File: src/sv/dtti_pkg.sv
// ----------------------------------------------------------------------------
// dtti_pkg: shared types and codes for the decimal text parser
// Character classes, mode codes and the transaction structs passed between
// the front end, the parser back end and the result queue.
// ----------------------------------------------------------------------------
package dtti_pkg;

  // Mode register codes; any other code is handled as signed 64-bit
  localparam logic [1:0] MODE_S32 = 2'd0;
  localparam logic [1:0] MODE_U32 = 2'd1;
  localparam logic [1:0] MODE_S64 = 2'd2;

  // Character classes
  localparam logic [2:0] KIND_SPACE = 3'd0;
  localparam logic [2:0] KIND_DIGIT = 3'd1;
  localparam logic [2:0] KIND_PLUS  = 3'd2;
  localparam logic [2:0] KIND_MINUS = 3'd3;
  localparam logic [2:0] KIND_OTHER = 3'd4;

  // Byte values of interest
  localparam logic [7:0] CH_TAB  = 8'd9;
  localparam logic [7:0] CH_CR   = 8'd13;
  localparam logic [7:0] CH_SP   = 8'd32;
  localparam logic [7:0] CH_PLUS = 8'd43;
  localparam logic [7:0] CH_MIN  = 8'd45;
  localparam logic [7:0] CH_0    = 8'd48;
  localparam logic [7:0] CH_9    = 8'd57;

  // Classified character, stamped with the mode current at its transaction
  typedef struct packed {
    logic       is_end;
    logic [2:0] kind;
    logic [3:0] digit;
    logic [1:0] mode;
  } tok_t;

  // One parse result
  typedef struct packed {
    logic               accepted;
    logic signed [63:0] value;
  } res_t;

endpackage

File: src/sv/dtti_front.sv
// ----------------------------------------------------------------------------
// dtti_front: character classifier and token queue
// Classifies each accepted character and holds up to two tokens between the
// classifier and the parser back end, so each side can stall on its own.
// ----------------------------------------------------------------------------
module dtti_front import dtti_pkg::*; (
  input  logic       clk,
  input  logic       rst_n,
  input  logic       push,
  output logic       full,
  input  logic [7:0] in_char_code,
  input  logic       in_is_end,
  input  logic [1:0] mode,
  output logic       tok_vld,
  output tok_t       tok,
  input  logic       tok_pop
);

  tok_t       tok_q_r [2];
  logic       wr_ptr_r, wr_ptr_nxt;
  logic       rd_ptr_r, rd_ptr_nxt;
  logic [1:0] cnt_r, cnt_nxt;
  tok_t       cls;
  logic       do_push, do_pop;

  // Classify the incoming byte
  always_comb begin
    cls        = '0;
    cls.is_end = in_is_end;
    cls.mode   = mode;
    cls.digit  = 4'(in_char_code - CH_0);
    if (in_char_code >= CH_0 && in_char_code <= CH_9) begin
      cls.kind = KIND_DIGIT;
    end else if (in_char_code == CH_SP ||
                 (in_char_code >= CH_TAB && in_char_code <= CH_CR)) begin
      cls.kind = KIND_SPACE;
    end else if (in_char_code == CH_PLUS) begin
      cls.kind = KIND_PLUS;
    end else if (in_char_code == CH_MIN) begin
      cls.kind = KIND_MINUS;
    end else begin
      cls.kind = KIND_OTHER;
    end
  end

  // Queue control
  assign full    = (cnt_r == 2'd2);
  assign tok_vld = (cnt_r != 2'd0);
  assign tok     = tok_q_r[rd_ptr_r];
  assign do_push = push && !full;
  assign do_pop  = tok_pop && tok_vld;

  always_comb begin
    wr_ptr_nxt = do_push ? ~wr_ptr_r : wr_ptr_r;
    rd_ptr_nxt = do_pop  ? ~rd_ptr_r : rd_ptr_r;
    cnt_nxt    = cnt_r + 2'(do_push) - 2'(do_pop);
  end

  always_ff @(posedge clk) begin
    if (!rst_n) begin
      wr_ptr_r <= 1'b0;
      rd_ptr_r <= 1'b0;
      cnt_r    <= 2'd0;
    end else begin
      wr_ptr_r <= wr_ptr_nxt;
      rd_ptr_r <= rd_ptr_nxt;
      cnt_r    <= cnt_nxt;
    end
  end

  // Token storage
  always_ff @(posedge clk) begin
    if (do_push) begin
      tok_q_r[wr_ptr_r] <= cls;
    end
  end

endmodule

File: src/sv/dtti_back.sv
// ----------------------------------------------------------------------------
// dtti_back: scan state machine and decimal accumulator
// Takes one token per cycle unless a full result queue holds the end token, tracks the
// scan phase, accumulates magnitude times ten plus digit, forms the result on the end token.
// ----------------------------------------------------------------------------
module dtti_back import dtti_pkg::*; (
  input  logic clk,
  input  logic rst_n,
  input  logic tok_vld,
  input  tok_t tok,
  output logic tok_pop,
  input  logic res_full,
  output logic res_push,
  output res_t res
);

  localparam logic [2:0] PH_LEAD  = 3'd0;
  localparam logic [2:0] PH_SIGN  = 3'd1;
  localparam logic [2:0] PH_DIGIT = 3'd2;
  localparam logic [2:0] PH_TRAIL = 3'd3;
  localparam logic [2:0] PH_ERR   = 3'd4;

  logic [2:0]  phase_r, phase_nxt;
  logic        neg_r, neg_nxt;
  logic [63:0] mag_r, mag_nxt;
  logic        ovf_r, ovf_nxt;
  logic        saw_r, saw_nxt;

  logic [67:0] acc_sum;
  logic        acc_ovf;
  logic [63:0] limit;
  logic        in_rng;
  logic        ok;
  logic        is_sign;

  // Token consumption: the end token waits for room in the result queue
  assign tok_pop  = tok_vld && (!tok.is_end || !res_full);
  assign res_push = tok_pop && tok.is_end;
  assign is_sign  = (tok.kind == KIND_PLUS || tok.kind == KIND_MINUS);

  // magnitude * 10 + digit, with carry-out as overflow
  assign acc_sum = ({4'd0, mag_r} << 3) + ({4'd0, mag_r} << 1) + 68'(tok.digit);
  assign acc_ovf = (acc_sum[67:64] != 4'd0);

  // Range check against the mode of the end token
  always_comb begin
    case (tok.mode)
      MODE_S32: limit = neg_r ? 64'h0000_0000_8000_0000 : 64'h0000_0000_7FFF_FFFF;
      MODE_U32: limit = neg_r ? 64'h0 : 64'h0000_0000_FFFF_FFFF;
      default:  limit = neg_r ? 64'h8000_0000_0000_0000 : 64'h7FFF_FFFF_FFFF_FFFF;
    endcase
    in_rng = !ovf_r && (mag_r <= limit);
  end

  // End-of-string verdict
  always_comb begin
    ok = 1'b0;
    if (saw_r) begin
      if (phase_r == PH_LEAD) begin
        ok = (tok.mode != MODE_U32);
      end else if (phase_r == PH_DIGIT || phase_r == PH_TRAIL) begin
        ok = in_rng;
      end
    end
    res.accepted = ok;
    if (ok && phase_r != PH_LEAD) begin
      res.value = neg_r ? -$signed(mag_r) : $signed(mag_r);
    end else begin
      res.value = '0;
    end
  end

  // Scan state machine
  always_comb begin
    phase_nxt = phase_r;
    neg_nxt   = neg_r;
    mag_nxt   = mag_r;
    ovf_nxt   = ovf_r;
    saw_nxt   = saw_r;
    if (tok_pop && tok.is_end) begin
      phase_nxt = PH_LEAD;
      neg_nxt   = 1'b0;
      mag_nxt   = '0;
      ovf_nxt   = 1'b0;
      saw_nxt   = 1'b0;
    end else if (tok_pop) begin
      saw_nxt = 1'b1;
      // digit accumulate, shared by the phases that take a digit
      if (tok.kind == KIND_DIGIT &&
          (phase_r == PH_LEAD || phase_r == PH_SIGN || phase_r == PH_DIGIT) &&
          !ovf_r) begin
        if (acc_ovf) begin
          ovf_nxt = 1'b1;
          mag_nxt = '1;
        end else begin
          mag_nxt = acc_sum[63:0];
        end
      end
      unique case (phase_r)
        PH_LEAD: begin
          if (tok.kind == KIND_SPACE) begin
            phase_nxt = PH_LEAD;
          end else if (tok.kind == KIND_DIGIT) begin
            phase_nxt = PH_DIGIT;
          end else if (is_sign && tok.mode != MODE_U32) begin
            neg_nxt   = (tok.kind == KIND_MINUS);
            phase_nxt = PH_SIGN;
          end else begin
            phase_nxt = PH_ERR;
          end
        end
        PH_SIGN: begin
          phase_nxt = (tok.kind == KIND_DIGIT) ? PH_DIGIT : PH_ERR;
        end
        PH_DIGIT: begin
          if (tok.kind == KIND_DIGIT) begin
            phase_nxt = PH_DIGIT;
          end else if (tok.kind == KIND_SPACE) begin
            phase_nxt = PH_TRAIL;
          end else begin
            phase_nxt = PH_ERR;
          end
        end
        PH_TRAIL: begin
          phase_nxt = (tok.kind == KIND_SPACE) ? PH_TRAIL : PH_ERR;
        end
        default: begin
          phase_nxt = PH_ERR;
        end
      endcase
    end
  end

  always_ff @(posedge clk) begin
    if (!rst_n) begin
      phase_r <= PH_LEAD;
      neg_r   <= 1'b0;
      mag_r   <= '0;
      ovf_r   <= 1'b0;
      saw_r   <= 1'b0;
    end else begin
      phase_r <= phase_nxt;
      neg_r   <= neg_nxt;
      mag_r   <= mag_nxt;
      ovf_r   <= ovf_nxt;
      saw_r   <= saw_nxt;
    end
  end

endmodule

File: src/sv/decimal_text_to_integer.sv
// ----------------------------------------------------------------------------
// decimal_text_to_integer: streaming base-10 string to integer parser
// Parses a character stream closed by an end marker into a signed 32-bit,
// unsigned 32-bit or signed 64-bit value, or a reject.
//
//   channel | ports                                | handshake
//   --------+--------------------------------------+--------------------------
//   input   | in_char_code, in_is_end              | push / full
//   result  | out_accepted, out_value              | pop / empty
//   config  | cfg_wdata (mode)                     | cfg_we, no wait
//
// One character transaction per cycle while full is low; the limit is the single
// multiply-by-ten accumulate in the parser back end.
// An accepted end transaction is registered in the token queue; its result is
// written into the result queue once the back end takes that token.
// Reset clears the queues, the scan state and the mode (signed 32-bit).
// A full result queue holds the end token in the back end; tokens behind it
// wait, and once the two-entry token queue fills, full stalls the input.
// ----------------------------------------------------------------------------
module decimal_text_to_integer import dtti_pkg::*; (
  input  logic               clk,
  input  logic               rst_n,
  input  logic               push,
  output logic               full,
  input  logic [7:0]         in_char_code,
  input  logic               in_is_end,
  output logic               empty,
  input  logic               pop,
  output logic               out_accepted,
  output logic signed [63:0] out_value,
  input  logic               cfg_we,
  input  logic [1:0]         cfg_wdata
);

  logic [1:0] mode_r;
  logic       tok_vld;
  tok_t       tok;
  logic       tok_pop;
  logic       res_full;
  logic       res_push;
  res_t       res;

  res_t       res_q_r [2];
  logic       res_wr_r, res_rd_r;
  logic [1:0] res_cnt_r;
  logic       do_pop;

  // Mode register
  always_ff @(posedge clk) begin
    if (!rst_n) begin
      mode_r <= MODE_S32;
    end else if (cfg_we) begin
      mode_r <= cfg_wdata;
    end
  end

  dtti_front u_front (
    .clk          (clk),
    .rst_n        (rst_n),
    .push         (push),
    .full         (full),
    .in_char_code (in_char_code),
    .in_is_end    (in_is_end),
    .mode         (mode_r),
    .tok_vld      (tok_vld),
    .tok          (tok),
    .tok_pop      (tok_pop)
  );

  dtti_back u_back (
    .clk      (clk),
    .rst_n    (rst_n),
    .tok_vld  (tok_vld),
    .tok      (tok),
    .tok_pop  (tok_pop),
    .res_full (res_full),
    .res_push (res_push),
    .res      (res)
  );

  // Result queue, two entries
  assign res_full     = (res_cnt_r == 2'd2);
  assign empty        = (res_cnt_r == 2'd0);
  assign do_pop       = pop && !empty;
  assign out_accepted = res_q_r[res_rd_r].accepted;
  assign out_value    = res_q_r[res_rd_r].value;

  always_ff @(posedge clk) begin
    if (!rst_n) begin
      res_wr_r  <= 1'b0;
      res_rd_r  <= 1'b0;
      res_cnt_r <= 2'd0;
    end else begin
      if (res_push) begin
        res_wr_r <= ~res_wr_r;
      end
      if (do_pop) begin
        res_rd_r <= ~res_rd_r;
      end
      res_cnt_r <= res_cnt_r + 2'(res_push) - 2'(do_pop);
    end
  end

  always_ff @(posedge clk) begin
    if (res_push) begin
      res_q_r[res_wr_r] <= res;
    end
  end

endmodule

File: config.mk
export PLATFORM = sky130hd
export DESIGN_NAME = decimal_text_to_integer
export DESIGN_NICKNAME = d
export VERILOG_FILES = /design/src/sv/dtti_pkg.sv /design/src/sv/dtti_front.sv /design/src/sv/dtti_back.sv /design/src/sv/decimal_text_to_integer.sv
export SDC_FILE = /design/constraint.sdc
export NUM_CORES = 1
export LEC_CHECK = 0
export BUFFER_PORTS_ARGS = -buffer_cell sky130_fd_sc_hd__buf_2
export CAP_MARGIN = 5
export CORE_ASPECT_RATIO = 1.4
export CORE_MARGIN = 2
export CORE_UTILIZATION = 57
export CTS_CLUSTER_DIAMETER = 50
export DETAILED_ROUTE_END_ITERATION = 12
export PLACE_DENSITY = 0.87
export SKIP_CTS_REPAIR_TIMING = 1
export SLEW_MARGIN = 10
export SYNTH_ARGS = -nofsm -noshare
export SYNTH_HDL_FRONTEND = slang
export SYNTH_SLANG_ARGS = --single-unit
File: constraint.sdc
create_clock -name clk -period 4.75 [get_ports clk]
set_input_delay 0.475 -clock clk [delete_from_list [all_inputs] [get_ports clk]]
set_output_delay 0.475 -clock clk [all_outputs]
set_load 0.05 [all_outputs]
==> out/qor.csv <==
metric,value,unit
utilization,0.637,
die_x,148,um
coreArea,28500,sq um
grt_start_max_net_pins,100,
rsz0062_at_grt,no,
wirelength,43200,um
synthCells,1674,
sw_frac_of_total,0.423,
skew,0.0183,ns
placed_cells,2073,
path_max_fanout,64,
powerDensity,441,nW/um^2
syn_to_final_growth,9.64,%
synth_flop_cell,edfxtp_1,
synth_edf_count,150,
place_ws,0.536,ns
synth-seq-cells,232,
p_seq_frac,0.341,
final_area,18200,sq um
yosysWarnings,0,
internal_power,0.00462,W
hold_class,input port to register,
root_buffer,clkbuf_16,
ys_seq_area_frac,0.371,
setup_viol,0,
via_per_inst,6.61,
syn_nets,1888,
crit_required,5.03,ns
cts.reportedPaths.clkPinSlew,0.06,ns
holdPathStages,1,
p_switching,0.00339,W
drtIter0Drc,993,
cts.htree.levels,1,
timing.fmax,0.224,GHz
place_congestion,0.968,
die_area,30500,sq um
diodes,0,
ys_types,84,
r2r_slack,0.28,ns
start_util,0.581,
ir_drop,0.381,mV
cts_tree,built,
dpl.hpwl,31500,um
rows,73,
synth.most_common_cell,ha_1,
grt_remaining_overflow,0,
setup_ws,0.276,ns
port_buffers,82,
synthArstFlopShare,0,
route.detailed.drc,0,
comb_power_share,0.413,
arrival,4.75,ns
drtPass1Iterations,8,
ios,83,
layout-drive-gt1-share,0.154,
clock_latency,0.56,ns
synth.top_cells.by_count,"ha_1 (196), edfxtp_1 (150), o21ai_0 (140)",
cts.sinks,232,
detailroute.via_count,14000,
drv_cap,0,
p_clk_frac,0.246,
grt_pass1_wl,69100,um
critPathKind,register to register,
fp.dieH,206,um
fin_crit,4.47,ns
dpl-instance-area,17300,sq um
p_leak,7.72,nW
fin_crit_sh,0.942,
setup_tns,0,ns
antenna_left,0,
end_kind,register,
track_usage,0.278,
whs_endpoint,u_front.tok_q_r[0][9]$_DFFE_PP_,
r2r_cells,14,
crit_path_start_kind,register,
relSlewSlack,0.353,
wl_per_cell,20.4,um
clk_path_buf_depth,3,
numCtsBuffers,25,
slew_violations,0,
synth_area,16600,sq um
antenna_found_initial,0,
ys_top_cells_by_area,"edfxtp_1 (27%), ha_1 (15%), dfxtp_1 (9.9%), xor2_1 (4.8%), mux2_2 (4.7%)",
worst_slew_pin_slew,0.968,ns
grt_pass1_vias,14000,
final_cells,2117,
nets,1939,
synth_top_area_share,0.272,
status,finished clean,
r2r-end,res_q_r[0][41]$_DFFE_PP_,
synth_top_area_cell,edfxtp_1,
hp-start,in_is_end,
hold_viol,0,
syn_avg_cell_area,9.90,sq um
-- layer usage --
layer,share of wire,up-vias,GRT usage
met5,0,-,0
met4,0.042,0,0.126
met3,0.064,145,0.0322
met2,0.51,556,0.505
met1,0.39,6720,0.328
li1,-,6566,-
-- final cells by class --
class,instances,area (sq um)
Fill cell,2187,10300
Clock buffer,28,637
Sequential cell,232,6150
Multi-Input combinational cell,1330,9980
Inverter,30,113
Tap cell,375,469
Timing Repair Buffer,106,628
Clock inverter,16,186
-- layout by cell type (no fill, tap or decap), types with 11 or more instances in the layout --
| master | instances |
|---|---|
| nor3_1 | 86 |
| ha_1 | 196 |
| nand2_1 | 94 |
| nor2b_1 | 16 |
| edfxtp_1 | 150 |
| xnor2_1 | 34 |
| o21ai_0 | 140 |
| dfxtp_1 | 80 |
| o221a_2 | 15 |
| nand3_1 | 22 |
| xor2_1 | 90 |
| a21oi_1 | 113 |
| inv_1 | 30 |
| a31oi_1 | 56 |
| o41ai_1 | 15 |
| buf_2 | 82 |
| buf_4 | 21 |
| clkbuf_16 | 25 |
| mux2_2 | 69 |
| o31ai_1 | 20 |
| or3_1 | 11 |
| a21o_1 | 56 |
| nand4_1 | 36 |
| nor2_1 | 73 |
| and2_1 | 12 |
-- power groups by stage --
| stage | combinational, W | sequential (W) | clock (W) |
|---|---|---|---|
| 2_1_floorplan | 0.00259 | 0.00267 | 0 |
| 3_3_place_gp | 0.00315 | 0.00274 | 0 |
| 3_5_place_dp | 0.00325 | 0.00277 | 0 |
| 4_1_cts | 0.00327 | 0.00273 | 0.00197 |
| 5_1_grt | 0.00352 | 0.00276 | 0.00205 |
| 6_report | 0.00330 | 0.00273 | 0.00197 |
-- kinds of logic (layout without fill, tap and decap cells) --
group	Yosys count	after routing	share of synthesized area
AOI/OAI and AO/OA	507	507	0.198
and+or+nand+nor	422	422	0.133
DFF	232	232	0.371
adders and majority gates	198	198	0.150
xor gates and xnor gates	124	124	0.0655
buffers and inverters	112	180	0.0285
muxes	79	79	0.0529
-- worst max-delay path, stage by stage (launching register included) --
cell	delay, ns
dfxtp_1	0.36
buf_4	0.21
mux2i_1	0.41
or2_2	0.60
ha_1	0.36
a21o_1	0.19
a21o_1	0.18
a21oi_1	0.16
o21ai_0	0.13
nand2_1	0.09
o211ai_1	0.08
a221oi_1	0.52
a31oi_4	0.16
buf_12	0.23
nor3_1	0.49
-- state kept, by name (all words and copies together), names as in the netlist, 2 cells and up, named ones only --
signal	flops
res_cnt_r	2
u_front.cnt_r	2
res_q_r	130
u_back.mag_r	64
u_front.tok_q_r	20
u_back.phase_r	3
mode_r	2
-- how the worst max path moves through the flow --
| stage | start | endpoint | slack [ns] | cells after the start |
|---|---|---|---|---|
| 2_1_floorplan | register | u_back.mag_r[61]$_SDFFE_PP0P_ | 0.11 | 16 |
| 3_3_place_gp | register | u_back.mag_r[22]$_SDFFE_PP0P_ | 0.70 | 16 |
| 3_5_place_dp | register | u_back.mag_r[44]$_SDFFE_PP0P_ | 0.54 | 16 |
| 5_1_grt | register | res_q_r[0][41]$_DFFE_PP_ | 0.009 | 14 |
| 6_report | register | res_q_r[0][41]$_DFFE_PP_ | 0.28 | 14 |
| 4_1_cts | register | res_q_r[0][41]$_DFFE_PP_ | 0.32 | 14 |
-- through the flow --
stage / hold WS [ns] / power [W]
final: 0.123 / 0.00801
after global routing: 0.111 / 0.00833
after CTS: 0.110 / 0.00798
after detailed placement: 0.454 / 0.00602
after global placement: 0.451 / 0.00588
after floorplan: 0.425 / 0.00526
Note: power is estimated with default switching activity, not from simulation.
